## config.mk

```make
export PLATFORM = sky130hd
export DESIGN_NAME = length_prefix_deframer
export DESIGN_NICKNAME = d
export VERILOG_FILES = /design/src/hdl/lpd_pkg.sv /design/src/hdl/lpd_parser.sv /design/src/hdl/lpd_out_buf.sv /design/src/hdl/length_prefix_deframer.sv
export SDC_FILE = /design/constraint.sdc
export NUM_CORES = 1
export LEC_CHECK = 0
export ABC_AREA = 1
export BUFFER_PORTS_ARGS = -buffer_cell sky130_fd_sc_hd__buf_2
export CORE_AREA = 8 8 110 112
export DETAILED_ROUTE_END_ITERATION = 10
export DIE_AREA = 0 0 118 120
export PLACE_DENSITY = 0.68
export RECOVER_POWER = 100
export SYNTH_ARGS = -nofsm -noshare
export SYNTH_HDL_FRONTEND = slang
export SYNTH_HIERARCHICAL = 1
export SYNTH_SLANG_ARGS = --single-unit
```

## constraint.sdc

```tcl
create_clock -name clk -period 10.3 [get_ports clk]
set_clock_uncertainty 0.2 [all_clocks]
set_input_delay 0.515 -clock clk [delete_from_list [all_inputs] [get_ports clk]]
set_output_delay 0.515 -clock clk [all_outputs]
set_load 0.005 [all_outputs]
```

## src/hdl/lpd_pkg.sv

```systemverilog
`timescale 1ns / 1ps
// lpd_pkg: shared types and constants of the length-prefix deframer
// no dependencies

package lpd_pkg;

  localparam int unsigned MAX_LEN_WIDTH = 16;
  localparam logic [MAX_LEN_WIDTH-1:0] MAX_LEN_RESET = 16'hFFFF;

  localparam logic [7:0] SEPARATOR_BYTE = 8'h40;  // '@'
  localparam logic [7:0] ASCII_ZERO     = 8'h30;
  localparam logic [7:0] ASCII_NINE     = 8'h39;

  typedef enum logic [1:0] {
    ERR_NONE     = 2'd0,
    ERR_BAD_CHAR = 2'd1,
    ERR_TOO_LONG = 2'd2
  } error_code_t;

  typedef struct packed {
    logic [7:0]  out_byte;
    logic        has_byte;
    logic        string_end;
    error_code_t error_code;
  } result_t;

endpackage

```

## src/hdl/lpd_parser.sv

```systemverilog
`timescale 1ns / 1ps
// lpd_parser: length/payload parse state and the per-byte step
// depends on lpd_pkg

module lpd_parser #(
  parameter int unsigned LENGTH_WIDTH = 16
) (
  input  logic                           clk,
  input  logic                           rst,
  input  logic                           accept,
  input  logic [7:0]                     in_byte,
  input  logic [lpd_pkg::MAX_LEN_WIDTH-1:0] max_len,
  output logic                           res_valid,
  output lpd_pkg::result_t               res
);
  import lpd_pkg::*;

  localparam int unsigned PROD_WIDTH = LENGTH_WIDTH + 4;
  localparam int unsigned CMP_WIDTH  =
    (PROD_WIDTH > MAX_LEN_WIDTH) ? PROD_WIDTH : MAX_LEN_WIDTH;

  logic                    in_payload;
  logic                    in_payload_next;
  logic [LENGTH_WIDTH-1:0] length_count;
  logic [LENGTH_WIDTH-1:0] length_count_next;

  logic [PROD_WIDTH-1:0]   count_ext;
  logic [PROD_WIDTH-1:0]   prod;
  logic                    is_digit;
  logic                    too_long;

  assign is_digit  = (in_byte >= ASCII_ZERO) && (in_byte <= ASCII_NINE);
  assign count_ext = {4'b0000, length_count};
  // count * 10 + digit, as two shifts and two adds
  assign prod      = (count_ext << 3) + (count_ext << 1)
                   + {{(PROD_WIDTH-4){1'b0}}, in_byte[3:0]};
  assign too_long  = (prod[PROD_WIDTH-1:LENGTH_WIDTH] != 4'b0000)
                   || (CMP_WIDTH'(prod) > CMP_WIDTH'(max_len));

  always_comb begin
    in_payload_next   = in_payload;
    length_count_next = length_count;
    res_valid         = 1'b0;
    res.out_byte      = 8'h00;
    res.has_byte      = 1'b0;
    res.string_end    = 1'b0;
    res.error_code    = ERR_NONE;
    if (in_payload) begin
      res_valid    = 1'b1;
      res.out_byte = in_byte;
      res.has_byte = 1'b1;
      if (length_count <= LENGTH_WIDTH'(1)) begin
        res.string_end    = 1'b1;
        in_payload_next   = 1'b0;
        length_count_next = '0;
      end else begin
        length_count_next = length_count - LENGTH_WIDTH'(1);
      end
    end else if (is_digit) begin
      if (too_long) begin
        res_valid         = 1'b1;
        res.error_code    = ERR_TOO_LONG;
        length_count_next = '0;
      end else begin
        length_count_next = prod[LENGTH_WIDTH-1:0];
      end
    end else if (in_byte == SEPARATOR_BYTE) begin
      if (length_count == '0) begin
        // empty string: one end marker, stay in length mode
        res_valid      = 1'b1;
        res.string_end = 1'b1;
      end else begin
        in_payload_next = 1'b1;
      end
    end else begin
      res_valid         = 1'b1;
      res.error_code    = ERR_BAD_CHAR;
      length_count_next = '0;
    end
  end

  always_ff @(posedge clk) begin
    if (rst) begin
      in_payload   <= 1'b0;
      length_count <= '0;
    end else if (accept) begin
      in_payload   <= in_payload_next;
      length_count <= length_count_next;
    end
  end

endmodule

```

## src/hdl/lpd_out_buf.sv

```systemverilog
`timescale 1ns / 1ps
// lpd_out_buf: two-entry result register with skid slot
// depends on lpd_pkg

module lpd_out_buf (
  input  logic             clk,
  input  logic             rst,
  input  logic             push,
  input  lpd_pkg::result_t push_data,
  output logic             full,
  output logic             out_valid,
  input  logic             out_stall,
  output lpd_pkg::result_t out_data
);
  import lpd_pkg::*;

  logic [1:0] fill;
  logic [1:0] fill_next;
  result_t    head;
  result_t    tail;
  logic       pop;

  assign pop       = out_valid && !out_stall;
  assign out_valid = (fill != 2'd0);
  assign full      = (fill == 2'd2);
  assign out_data  = head;

  always_comb begin
    fill_next = fill;
    case ({push, pop})
      2'b10:   fill_next = fill + 2'd1;
      2'b01:   fill_next = fill - 2'd1;
      default: fill_next = fill;
    endcase
  end

  always_ff @(posedge clk) begin
    if (rst) begin
      fill <= 2'd0;
    end else begin
      fill <= fill_next;
    end
  end

  // payload slots, no reset
  always_ff @(posedge clk) begin
    if (pop) begin
      if (push && fill == 2'd1) begin
        head <= push_data;
      end else begin
        head <= tail;
      end
      if (push && fill == 2'd2) begin
        tail <= push_data;
      end
    end else if (push) begin
      if (fill == 2'd0) begin
        head <= push_data;
      end else begin
        tail <= push_data;
      end
    end
  end

endmodule

```

## src/hdl/length_prefix_deframer.sv

```systemverilog
`timescale 1ns / 1ps
// length_prefix_deframer: top level, config register and glue
// depends on lpd_pkg, lpd_parser, lpd_out_buf

// Splits a byte stream of records "<decimal length>@<payload>" into strings.
// One input word is taken per clock cycle while in_stall is low; each word
// gives at most one result word, which appears at the earliest in the cycle
// after acceptance. Length digits give no result; '@' with a zero length
// gives one empty-string end marker; bad characters and lengths over
// max_string_length give an error word and restart the parser. The result
// side has a two-word buffer, so in_stall rises only when two results are
// waiting. The user must write max_string_length through the cfg port
// (always ready) only while the block is idle; the block does not enforce it.

module length_prefix_deframer #(
  parameter int unsigned LENGTH_WIDTH = 16
) (
  input  logic        clk,
  input  logic        rst,
  input  logic        in_valid,
  output logic        in_stall,
  input  logic [7:0]  in_byte,
  output logic        out_valid,
  input  logic        out_stall,
  output logic [7:0]  out_byte,
  output logic        has_byte,
  output logic        string_end,
  output logic [1:0]  error_code,
  input  logic        cfg_valid,
  output logic        cfg_ready,
  input  logic [15:0] cfg_data
);
  import lpd_pkg::*;

  logic [MAX_LEN_WIDTH-1:0] max_string_length;
  logic                     accept;
  logic                     res_valid;
  result_t                  res;
  logic                     buf_full;
  result_t                  out_data;

  assign cfg_ready = 1'b1;
  assign in_stall  = buf_full;
  assign accept    = in_valid && !buf_full;

  always_ff @(posedge clk) begin
    if (rst) begin
      max_string_length <= MAX_LEN_RESET;
    end else if (cfg_valid && cfg_ready) begin
      max_string_length <= cfg_data;
    end
  end

  lpd_parser #(
    .LENGTH_WIDTH (LENGTH_WIDTH)
  ) u_parser (
    .clk       (clk),
    .rst       (rst),
    .accept    (accept),
    .in_byte   (in_byte),
    .max_len   (max_string_length),
    .res_valid (res_valid),
    .res       (res)
  );

  lpd_out_buf u_out_buf (
    .clk       (clk),
    .rst       (rst),
    .push      (accept && res_valid),
    .push_data (res),
    .full      (buf_full),
    .out_valid (out_valid),
    .out_stall (out_stall),
    .out_data  (out_data)
  );

  assign out_byte   = out_data.out_byte;
  assign has_byte   = out_data.has_byte;
  assign string_end = out_data.string_end;
  assign error_code = out_data.error_code;

endmodule

```

Word level (Yosys, flattened, before mapping)
Cells that the tools add are included.

word-level totals
  output and inout bits = 15
  word-level logic and storage cells = 81
  register bits = 59
  bits of input ports = 29

cells by class
  equal/unequal tests = 8
  reduce and logical (&&, ||, !) cells = 19
  muxes and demuxes = 33
  $add $sub $neg = 5
  magnitude comparators = 4

operators by type and width
  kind                                                               count
  two-way mux 12 bit                                                 8
  two-way mux 16 bit                                                 5
  adder 19 x 17 -> 20 bit                                            1
  adder 20 x 4 -> 20 bit                                             1
  > comparator 20 x 16 -> 1 bit                                      1
  less-or-equal comparator 16 x 1 -> 1 bit, second input constant    1
  logical NOT 16 bit                                                 1
  subtractor 16 x 1 -> 16 bit, second input constant                 1
  two-way mux 1 bit                                                  15
  two-way mux 9 bit                                                  1
  equality test 8 x 7 -> 1 bit, second input constant                1
  greater-or-equal comparator 8 x 6 -> 1 bit, second input constant  1
  less-or-equal comparator 8 x 6 -> 1 bit, second input constant     1
  nonzero test 2 bit                                                 4
  logical AND 1 bit                                                  6
  two-way mux 2 bit                                                  3
  equality test 2 x 1 -> 1 bit, second input constant                2
  equality test 2 bit, second input constant                         2
  one-hot mux 2 bit (2 select lines)                                 1
  AND reduction 2 bit                                                2
  nonzero test 4 bit                                                 1
  inequality test 3 x 1 -> 1 bit, second input constant              1
  AND reduction 3 bit                                                1
  adder 2 x 1 -> 2 bit, second input constant                        1
  6 further kinds                                                    7

Depth between registers and ports, before layout
Gate-level depths: netlist (run 1).

  depth after elaboration = 11
  mapped depth = 33

Modules after synthesis
Netlist (run 1), hierarchy kept.

modules (own cells, without submodules)
  module                  seq. area each (µm²)  times used  area each (µm²)  cells an instance
  lpd_parser              340.3                 1           3278.1           549
  lpd_out_buf             760.7                 1           1109.8           95
  length_prefix_deframer  320.3                 1           693.2            77

Worst setup path before layout (run 1)
No wires, ideal clock.

  path type = input to register
  start = in in_byte[3]
  end = reg u_out_buf.head, in the netlist u_out_buf/out_data[0], enable pin
  required time = 9.702 ns
  arrival time = 4.349 ns
  path buffers = 0
  path slack = 5.353 ns
  stages on the path = 25
  setup time = 0.398 ns
  cell sequence = inv_1 -> fa_1 -> inv_1 -> fa_1 -> nand2_2 -> nand2_1 -> nand3b_1 -> nand2_1 -> xnor2_1 -> inv_1 -> ha_1 -> nand4_1 -> nor2_1 -> nand2_1 -> nand3_1 -> nand2_1 -> nand2_1 -> nand2_2 -> nand3_1 -> nor2_1 -> nor2_1 -> inv_1 -> nor2_1 -> inv_1 -> o21ai_0

between the ends
  longest elaborated chain between the ends = 9
  elaborated cells between the ends (all ways) = 15
  those cells by class = add/sub: 1; order compare: 3; eq/ne: 1; mux: 4; reduce/logical: 6

ends and longest elaborated chain
  element                                                              RTL line                            text
  start, declared                                                      length_prefix_deframer.sv:22        input logic [7:0] in_byte,
  adder 20 x 4 -> 20 bit                                               lpd_parser.sv:36                    + {{(PROD_WIDTH-4){1'b0}}, in_byte[3:0]};
  > comparator 20 x 16 -> 1 bit or nonzero test 4 bit (tied branches)  lpd_parser.sv:38, lpd_parser.sv:37
  logical OR 1 bit                                                     lpd_parser.sv:38                    || (CMP_WIDTH'(prod) > CMP_WIDTH'(max_len));
  two-way mux 1 bit                                                    lpd_parser.sv:60                    if (too_long) begin
  two-way mux 1 bit *                                                  lpd_parser.sv:59                    end else if (is_digit) begin
  two-way mux 1 bit *                                                  lpd_parser.sv:48                    if (in_payload) begin
  net res_valid                                                        length_prefix_deframer.sv:37        logic res_valid;
  logical AND 1 bit *                                                  length_prefix_deframer.sv:69        .push (accept && res_valid),
  nonzero test 2 bit (no source line) *                                -
  AND reduction 2 bit (no source line) *                               -
  end signal, assigned                                                 lpd_out_buf.sv:49                   head <= push_data;
  end signal, assigned                                                 lpd_out_buf.sv:51                   head <= tail;
  end signal, assigned                                                 lpd_out_buf.sv:58                   head <= push_data;
  end, declared                                                        lpd_out_buf.sv:19                   result_t head;

Mark *: on every way through the listed nets, which the timed path passes. The rest lies on a longest branch.
A chain may end at the register's enable or synchronous reset.

Worst setup path in the final report (run 1)
  start = reg u_parser.length_count[0]
  end = reg u_out_buf.head, in the netlist u_out_buf/out_data[1], enable pin

between the ends
  longest elaborated chain between the ends = 10
  elaborated cells between the ends (all ways) = 14
  those cells by class = add/sub: 2; order compare: 1; mux: 5; reduce/logical: 6

ends and longest elaborated chain
  element                                                              RTL line                            text
  start, declared                                                      lpd_parser.sv:24                    logic [LENGTH_WIDTH-1:0] length_count;
  start signal, assigned                                               lpd_parser.sv:88                    length_count <= length_count_next;
  adder 19 x 17 -> 20 bit                                              lpd_parser.sv:35                    assign prod = (count_ext << 3) + (count_ext << 1)
  adder 20 x 4 -> 20 bit                                               lpd_parser.sv:36
  > comparator 20 x 16 -> 1 bit or nonzero test 4 bit (tied branches)  lpd_parser.sv:38, lpd_parser.sv:37
  logical OR 1 bit                                                     lpd_parser.sv:38
  two-way mux 1 bit                                                    lpd_parser.sv:60
  two-way mux 1 bit *                                                  lpd_parser.sv:59
  two-way mux 1 bit *                                                  lpd_parser.sv:48
  net res_valid                                                        length_prefix_deframer.sv:37
  logical AND 1 bit *                                                  length_prefix_deframer.sv:69
  nonzero test 2 bit (no source line) *                                -
  AND reduction 2 bit (no source line) *                               -

Marks and branches as above.

==> results of run 1 <==
routing by layer:
layer | vias to the layer above | global-route usage, % | wire length (um)
met5 | - | 0 | 0
met4 | 0 | 8.41 | 371
met3 | 24 | 3.76 | 605
met2 | 86 | 31.5 | 6000
met1 | 2081 | 21.6 | 5600
li1 | 2391 | - | -
worst max-delay path, cell delays in order (launching register included):
cell	delay, ns
dfxtp_1	0.39
inv_1	0.11
fa_1	0.53
inv_1	0.08
fa_1	0.50
nand2_1	0.13
nand2_1	0.06
nand3b_1	0.08
nand2_1	0.08
xnor2_1	0.19
inv_1	0.06
ha_1	0.30
nand4_1	0.14
nor2_1	0.16
nand2_1	0.07
nand3_1	0.06
nand2_1	0.05
nand2_1	0.06
nand2_1	0.32
nand3_1	0.24
nor2_1	0.06
nor2_1	0.09
inv_1	0.04
nor2_1	0.17
inv_1	0.10
o21ai_0	0.18
clkbuf_1	0.53
cell families after synthesis:
group | after synthesis
compound gates | 69
xor+xnor | 19
fa+ha+maj | 56
buf+inv | 143
flops | 59
other cells | 1
simple gates | 374
stage by stage:
stage               instances  power, mW  utilization, %
floorplan                 721      0.708               -
global placement          886      0.819            50.7
detailed placement        886      0.834            50.7
CTS                       902       1.07            52.7
global route              902       1.14            52.4
finish                    902       1.06            52.4
final cells by class:
class / count / area (um2)
clock inverter: 5 / 78.8
inverter: 125 / 474
fill: 1082 / 5000
tap: 140 / 175
multi-input combinational: 519 / 3030
clock buffer: 11 / 131
sequential: 59 / 1420
timing repair buffer: 43 / 196
sequential cells by signal (all words and copies together) (netlist names):
signal / cells
u_out_buf/out_data: 12
u_out_buf/tail: 12
u_parser/in_payload: 1
u_parser/length_count: 16
max_string_length: 16
u_out_buf/fill: 2
report_power, final:
part / leakage (nW) / internal (mW) / switching, mW
clock: 0.0972 / 0.136 / 0.0996
combinational: 2.33 / 0.163 / 0.313
sequential: 0.521 / 0.311 / 0.0331
cells in the mapped netlist (10+ instances only):
library cell  number  area, um2
o21ai_0           20        100
nand3_1           41        205
a21oi_1           32        160
xor2_1            13        114
a31oi_1           10       62.6
nand4_1           26        163
nand2_2           22        138
edfxtp_1          24        721
nor2_1            67        251
nand3_2           13        130
inv_1            117        439
nand2_1          178        668
ha_1              54        676
dfxtp_1           35        701
how the worst max path moves through the flow:
stage / from / to / slack [ns] / depth (start not counted)
after floorplan: in_byte[3] / u_out_buf/out_data[0]$_DFFE_PP_ / 5.35 / 25
after global placement: in_byte[3] / u_out_buf/tail[1]$_DFFE_PP_ / 5.06 / 28
after detailed placement: in_byte[3] / u_out_buf/tail[1]$_DFFE_PP_ / 4.91 / 28
after CTS: u_parser/length_count[0]$_SDFFE_PP0P_ / u_out_buf/tail[1]$_DFFE_PP_ / 5.13 / 27
after global routing: u_parser/length_count[0]$_SDFFE_PP0P_ / u_out_buf/out_data[1]$_DFFE_PP_ / 4.44 / 26
final: u_parser/length_count[0]$_SDFFE_PP0P_ / u_out_buf/out_data[1]$_DFFE_PP_ / 4.92 / 26
==> results.py, run 1 <==
metrics = {
    "clock_tree": {
        "cts_tree": "built",
        "clkSinkCount": 59,
        "insertion_delay_ns": 0.35,
        "cts.reportedPaths.clkPinSlew_ns": 0.08,
        "cts_buffer_depth": 2,
        "htree_levels": 3,
        "cts_buffers": 9,
        "post_cts_buffers": 0,
        "cts-root-buf": "clkbuf_8",
        "cts-resized-gates": 0,
        "holdBufCountCts": 0,
    },
    "die": {
        "io_pins": 44,
        "die-area_um2": 14200,
        "core_um2": 10500,
        "row_count": 38,
        "start_util_pct": 48.4,
        "dieHeight_um": 120,
        "die_width_um": 118,
    },
    "worst_hold_path": {
        "hold_path_class": "primary input to register",
        "worstHoldPathCells": 3,
        "whs_endpoint": "max_string_length[0]$_SDFFE_PP1P_",
        "min-delay-start": "cfg_data[0]",
    },
    "routing": {
        "ant_nets": 0,
        "first_iter_violations": 204,
        "routed_via_density": 5.08,
        "dr.pass1.iters": 4,
        "drc": 0,
        "wl_um": 12600,
        "drt-wirelength-per-cell_um": 13.9,
        "vias": 4582,
    },
    "timing": {
        "setup_viol": 0,
        "relSlewSlack_pct": 41.0,
        "max_freq_ghz": 0.186,
        "hold_viol": 0,
        "tightest_slew_ns": 0.884,
        "maxSlewViolCount": 0,
        "setup_tns_ns": 0,
        "period_needed_ns": 5.38,
        "fin_hold_ws_ns": 0.177,
        "rsz0062_at_grt": "false",
        "finalWorstSetupSlack_ns": 4.92,
        "min_period_over_period_pct": 52.3,
    },
    "place": {
        "gp_congestion": 0.960,
        "post-place-ws_ns": 4.91,
        "place_area_um2": 5330,
        "dp_hpwl_um": 10100,
        "portBuffers": 42,
    },
    "cells_and_area": {
        "postLayoutCellArea_um2": 5510,
        "insertedDiodeCount": 0,
        "layout_commonest_cell": "nand2_1",
        "drive_above_1_share_pct": 12.1,
        "syn2layout_area_growth_pct": 8.37,
        "final_cell_mix": "nand2_1 (181), inv_1 (117), nor2_1 (67), ha_1 (54), nand3_1 (41)",
        "nets": 842,
    },
    "logic_synthesis": {
        "synth-seq-cells": 59,
        "synth_area_um2": 5080,
        "yosys.area_share.simple_pct": 34.9,
        "synth_warnings": 6,
        "synth_top_family_by_area": "simple AND/OR/NAND/NOR gates",
        "synth_mux_area_share_pct": 0,
        "ys.flop_type": "dfxtp_1",
        "synth_fa_ha_area_share_pct": 14.1,
        "netlist-cell-type-count": 43,
        "ys_async_sr_fraction_pct": 0,
        "synthXorXnorAreaFrac_pct": 3.28,
        "synth_edf_count": 24,
        "synth-seq-area-share_pct": 28.0,
        "syn_nets": 806,
        "synth.avg_cell_area_um2": 7.05,
        "synth_compound_area_share_pct": 7.46,
        "netlist_instances": 721,
    },
    "critical_path": {
        "ff2ff_path_depth": 26,
        "worstSetupPathType": "register to register",
        "end_kind": "register",
        "worst_r2r_startpoint": "u_parser/length_count[0]$_SDFFE_PP0P_",
        "reg2reg_slack_ns": 4.92,
        "start_kind": "register",
        "crit_required_ns": 10.07,
        "cp_max_fo": 17,
        "arrival_ns": 5.16,
        "r2r_end": "u_out_buf/out_data[1]$_DFFE_PP_",
    },
    "grt": {
        "grt_max_degree": 25,
        "antenna_found_initial": 0,
        "grt.total_usage_pct": 18.3,
        "grt_pass1_vias": 4505,
        "overflow": 0,
        "grt_pass1_wl_um": 21300,
    },
    "outcome": {
        "status": "completed",
    },
    "pwr": {
        "irDropWorstVdd_v": 0.0000940,
        "power_leakage_nw": 2.95,
        "p_per_area_nw_per_um2": 192,
    },
    "run": {
        "maxCapViolCount": 0,
    },
}
(Power assumes the default switching activity.)
==> run 2: changes to the inputs <==
- ABC_AREA: 1 -> 0
- CORE_AREA: 8 8 110 112 -> 8 8 105 107
- DIE_AREA: 0 0 118 120 -> 0 0 113 115
- PLACE_DENSITY: 0.68 -> 0.7
- clock period: 10.3 -> 4.35 ns (I/O delays scaled with it)
==> results.py, run 2 <==
metrics = {
    "outcome": {
        "status": "complete, but fails checks",
        "failed_checks": "setup timing",
    },
    "logic_synthesis": {
        "synth_warnings": 6,
        "netlist_instances": 490,
        "ys.flop_type": "dfxtp_1",
        "netlist-cell-type-count": 64,
        "synth_top_area_cell": "edfxtp_1",
        "ys_top_cells_by_count": "ha_1 (54), a21oi_1 (36), dfxtp_1 (35)",
        "synth.most_common_cell": "ha_1",
        "ys_async_sr_fraction_pct": 0,
        "syn_nets": 575,
        "synth-seq-area-share_pct": 31.3,
        "synth.avg_cell_area_um2": 9.26,
        "synth-seq-cells": 59,
        "synthTopCellsByArea": "edfxtp_1 (16%), dfxtp_1 (15%), ha_1 (15%)",
        "synth_edf_count": 24,
        "synth_top_area_share_pct": 15.9,
        "synth_area_um2": 4540,
    },
    "routing": {
        "drc": 0,
        "vias": 4431,
        "dr.pass1.iters": 5,
        "wl_um": 13200,
        "first_iter_violations": 421,
        "routed_via_density": 5.85,
        "drt-wirelength-per-cell_um": 17.4,
        "ant_nets": 0,
    },
    "timing": {
        "period_needed_ns": 5.08,
        "rsz0062_at_grt": "true",
        "finalWorstSetupSlack_ns": -0.730,
        "hold_viol": 0,
        "max_freq_ghz": 0.197,
        "min_period_over_period_pct": 117,
        "setup_viol": 51,
        "relSlewSlack_pct": 52.7,
        "maxSlewViolCount": 0,
        "tightest_slew_ns": 0.703,
    },
    "cells_and_area": {
        "final_cell_mix": "buf_4 (92), ha_1 (51), buf_2 (36), dfxtp_1 (33)",
        "syn2layout_area_growth_pct": 37.4,
        "nets": 723,
        "top_regs": "max_string_length (16), u_parser/length_count (16)",
        "fill_cells": 748,
        "drive_above_1_share_pct": 33.6,
        "layout_commonest_cell": "buf_4",
        "final_util_pct": 65.9,
    },
    "grt": {
        "grt_max_degree": 33,
        "overflow": 0,
        "grt_pass1_vias": 4291,
        "antenna_found_initial": 1,
        "grt_pass1_wl_um": 20900,
        "grt.total_usage_pct": 19.7,
    },
    "pwr": {
        "irDropWorstVdd_v": 0.000232,
        "power_leakage_nw": 2.92,
        "p_per_area_nw_per_um2": 422,
    },
    "die": {
        "core_um2": 9460,
        "dieHeight_um": 115,
        "start_util_pct": 48.0,
        "io_pins": 44,
        "row_count": 36,
        "die_width_um": 113,
        "die-area_um2": 13000,
    },
    "clock_tree": {
        "htree_levels": 3,
        "clkSinkCount": 59,
        "insertion_delay_ns": 0.34,
        "cts_tree": "built",
        "cts-root-buf": "clkbuf_8",
        "cts_buffer_depth": 2,
        "cts_buffers": 9,
        "cts.reportedPaths.clkPinSlew_ns": 0.06,
    },
    "critical_path": {
        "crit_required_ns": 4.23,
        "end_kind": "register",
        "arrival_ns": 4.96,
        "worstSetupPathType": "register to register",
        "cp_max_fo": 12,
        "start_kind": "register",
    },
    "place": {
        "dp_hpwl_um": 9420,
        "post-place-ws_ns": -0.754,
        "portBuffers": 42,
        "gp_congestion": 0.929,
    },
    "run": {
        "maxCapViolCount": 0,
    },
    "worst_hold_path": {
        "hold_path_class": "primary input to register",
    },
}
run 2: kinds of logic (layout without fill, tap and decap cells):
kind of cell | Yosys count | after routing | share of synthesized area [%]
XOR/XNOR | 24 | 24 | 4.63
adder cells (fa/ha/maj) | 56 | 56 | 15.8
AND/OR/NAND/NOR | 136 | 136 | 16.3
flip-flops | 59 | 59 | 31.3
AO/OA/AOI/OAI | 142 | 142 | 21.8
buffers and inverters | 59 | 212 | 6.12
other | 1 | 2 | 0.0826
multiplexers | 13 | 13 | 4.03
run 2: stage by stage:
| stage | setup TNS (ns) | cells | power [mW] | hold slack [ns] | area (um2) |
|---|---|---|---|---|---|
| 4_1_cts | -21.19 | 752 | 2.55 | 0.0358 | 6040 |
| 6_report | -24.58 | 758 | 2.63 | 0.0666 | 6230 |
| 2_1_floorplan | -10.51 | 490 | 1.49 | 0.0763 | 4600 |
| 3_5_place_dp | -26.07 | 710 | 1.95 | 0.225 | 5510 |
| 3_3_place_gp | -21.37 | 710 | 1.90 | 0.223 | 5510 |
| 5_1_grt | -31.80 | 758 | 2.78 | 0.0962 | 6230 |
run 2: worst paths after layout:
kind,start,end,slack (ns),cells after the start
max,u_parser/length_count[0]$_SDFFE_PP0P_,u_out_buf/out_data[0]$_DFFE_PP_,-0.73,21
min,in_byte[6],u_out_buf/tail[10]$_DFFE_PP_,0.07,2
max reg2reg,u_parser/length_count[0]$_SDFFE_PP0P_,u_out_buf/out_data[0]$_DFFE_PP_,-0.73,21
min reg2reg,u_out_buf/tail[10]$_DFFE_PP_,u_out_buf/out_data[10]$_DFFE_PP_,0.35,1
run 2: where the power goes:
| part | total (mW) | leakage [nW] | switching (mW) | internal (mW) |
|---|---|---|---|---|
| Clock | 0.507 | 0.0991 | 0.229 | 0.277 |
| Sequential | 0.743 | 0.521 | 0.0467 | 0.697 |
| Combinational | 1.38 | 2.30 | 0.709 | 0.675 |
run 2: worst max-delay path, stage by stage, from the launching register on:
cell and delay [ns]:
dfxtp_2 0.35, inv_4 0.04, fa_1 0.52, inv_2 0.06, fa_2 0.36, a211o_1 0.31, a21oi_2 0.21, o31ai_1 0.12
a21oi_1 0.18, xnor2_1 0.12, ha_1 0.20, a211o_1 0.31, a21oi_2 0.18, a22o_1 0.18, a41oi_2 0.06, nor3_2 0.24
nand3_1 0.14, nor2b_1 0.15, and2_4 0.15, a211oi_4 0.27, buf_12 0.19, mux2_4 0.31
run 2: what timing repair did:
item,4_1_cts,5_1_grt
pin swaps,6,28
cloned,1,1
hold buffers,17,0
buffers inserted,8,4
setup endpoints to repair,40,53
resized for setup,13,28
hold endpoints to repair,17,0
run 2: metal layers:
metal | vias up | track usage (%) | share of wire [%]
li1 | 2122 | - | -
met4 | 0 | 8.61 | 3.9
met5 | - | 0 | 0
met2 | 175 | 34.8 | 50
met1 | 2087 | 23.2 | 41
met3 | 47 | 3.05 | 5.2
run 2: cell type report:
type,count,area (um2),share of cell area (%)
clock buffers,11,141,2.27
multi-input cells,372,3090,49.6
well taps,114,143,2.29
clock inverters,5,52.6,0.843
diodes,1,2.50,0.0401
repair buffers,162,1250,20.0
flip-flops and latches,59,1420,22.8
inverters,34,133,2.13
==> run 3: changes to the inputs <==
- CORE_AREA: 8 8 105 107 -> 2 2 99 101
- DIE_AREA: 0 0 113 115 -> 0 0 101 103
==> results.py, run 3 (synthesized netlist as in run 2, its figures left out) <==
metrics = {
    "outcome": {
        "status": "complete, but fails checks",
        "failed_checks": "setup timing",
    },
    "clock_tree": {
        "cts_tree": "built",
        "cts_buffers": 9,
        "clkSinkCount": 59,
        "insertion_delay_ns": 0.35,
        "htree_levels": 3,
        "cts-root-buf": "clkbuf_8",
        "cts.reportedPaths.clkPinSlew_ns": 0.07,
        "cts_buffer_depth": 2,
    },
    "pwr": {
        "p_clk_share_pct": 21.2,
        "p_switching_mw": 0.968,
        "irDropWorstVdd_v": 0.000182,
        "p_int_mw": 1.71,
        "comb_power_share_pct": 51.1,
        "p_seq_share_pct": 27.7,
        "p_sw_share_pct": 36.2,
        "p_per_area_nw_per_um2": 435,
        "power_leakage_nw": 2.91,
    },
    "die": {
        "dieHeight_um": 103,
        "die_width_um": 101,
        "io_pins": 44,
        "row_count": 36,
        "die-area_um2": 10400,
        "core_um2": 9460,
        "start_util_pct": 48.0,
    },
    "place": {
        "place_area_um2": 5510,
        "dp_hpwl_um": 9210,
        "dp_cells": 709,
        "gp_congestion": 0.908,
        "portBuffers": 42,
    },
    "cells_and_area": {
        "syn2layout_area_growth_pct": 35.6,
        "insertedDiodeCount": 0,
        "drive_above_1_share_pct": 31.6,
        "nets": 723,
        "final_cell_mix": "buf_4 (91), ha_1 (52), buf_2 (37), a21oi_1 (34), dfxtp_1 (33)",
        "layout_commonest_cell": "buf_4",
        "top_regs": "max_string_length (16), u_parser/length_count (16)",
        "fin_cells": 757,
        "postLayoutCellArea_um2": 6150,
    },
    "grt": {
        "overflow": 0,
        "grt_pass1_wl_um": 19900,
        "antenna_found_initial": 0,
        "grt_pass1_vias": 4200,
        "grt_use_met1_pct": 28.7,
        "grt_max_degree": 33,
        "met3_usage_pct": 2.98,
        "grt.met2_usage_pct": 46.0,
        "grt.total_usage_pct": 24.3,
        "grt_busiest_layer": "met2",
    },
    "timing": {
        "maxSlewViolCount": 0,
        "fin_hold_ws_ns": 0.0526,
        "max_freq_ghz": 0.192,
        "rsz0062_at_grt": "true",
        "setup_tns_ns": -29.62,
        "finalWorstSetupSlack_ns": -0.861,
        "min_period_over_period_pct": 120,
        "hold_viol": 0,
        "period_needed_ns": 5.21,
        "tightest_slew_ns": 0.808,
        "setup_viol": 51,
        "relSlewSlack_pct": 46.2,
    },
    "routing": {
        "dr.pass1.iters": 4,
        "ant_nets": 0,
        "first_iter_violations": 202,
        "wl_um": 12500,
        "vias": 4242,
        "routed_via_density": 5.60,
        "drc": 0,
        "drt-wirelength-per-cell_um": 16.5,
    },
    "critical_path": {
        "arrival_ns": 5.10,
        "end_kind": "register",
        "cp_max_fo": 6,
        "cp_cell_sequence": "inv_2, fa_1, inv_2, fa_2, a211o_1, a21oi_2, nor2_2, a31oi_1, xnor2_1, ha_1, o21a_1, a21oi_2, a22o_1, a41oi_2, nor3_2, nand3_2, nor2b_4, and2_4, a211oi_4, buf_6, buf_12, mux2_4",
        "start_kind": "register",
        "slowest_stage": "fa_1",
        "worstSetupPathType": "register to register",
        "cp_num_buf_inv": 4,
        "max_stage_delay_ns": 0.51,
        "crit_required_ns": 4.24,
        "cpLargestDelayFamily": "compound AO/OA/AOI/OAI gates",
    },
    "worst_hold_path": {
        "hold_path_class": "primary input to register",
    },
    "run": {
        "maxCapViolCount": 0,
    },
}
[run 3: cell count changes in the layout (fill, tap and decap cells not counted), moves of 2 or more]
cell | before | now
a211oi_1 | 1 | 3
a211oi_2 | 4 | 2
a21oi_1 | 30 | 34
a21oi_2 | 9 | 5
a221oi_1 | 0 | 2
a221oi_2 | 3 | 1
a41oi_1 | 0 | 4
a41oi_2 | 5 | 1
clkinv_2 | 3 | 1
clkinv_4 | 0 | 2
[run 3: what timing repair did]
action                     in CTS  in global routing
buffers inserted                6                  6
hold buffers                   17                  0
cloned                          3                  0
setup endpoints to repair      41                 55
gates resized for setup        12                 17
hold endpoints to repair       17                  0
pin swaps                      12                 23
[run 3: final timing paths]
check | from | end | slack [ns] | cells past startpoint
setup / recovery | u_parser/length_count[2]$_SDFFE_PP0P_ | u_out_buf/out_data[1]$_DFFE_PP_ | -0.86 | 22
hold / removal | in_byte[6] | u_out_buf/tail[10]$_DFFE_PP_ | 0.05 | 2
setup reg to reg | u_parser/length_count[2]$_SDFFE_PP0P_ | u_out_buf/out_data[1]$_DFFE_PP_ | -0.86 | 22
hold reg to reg | u_out_buf/fill[1]$_SDFFE_PP0P_ | u_out_buf/fill[1]$_SDFFE_PP0P_ | 0.32 | 2
[run 3: cell type report]
type,instances,area [um2]
inverters,34,133
fillers,771,3310
multi-input cells,372,2990
flip-flops and latches,59,1420
clock inverters,6,90.1
clock buffers,10,128
repair buffers,162,1250
well taps,114,143
[run 3: metal layers]
metal  wire (um)  up-vias
met5           0        -
met4         232        0
met3         387       16
met2        6570       91
met1        5260     2019
li1            -     2116
[run 3: stage by stage]
step / util, % / worst slack [ns] / total power [mW]
after floorplan: - / -0.423 / 1.49
after global placement: 58.2 / -0.650 / 1.89
after detailed placement: 58.2 / -0.841 / 1.93
after CTS: 64.1 / -0.768 / 2.64
after global routing: 65.1 / -1.02 / 2.84
final: 65.1 / -0.861 / 2.68
[run 3: power groups by stage]
stage	combinational [mW]	sequential [mW]	clock [mW]
floorplan	0.731	0.759	0
global placement	1.15	0.748	0
detailed placement	1.18	0.753	0
CTS	1.33	0.741	0.576
global route	1.49	0.755	0.600
finish	1.37	0.742	0.567
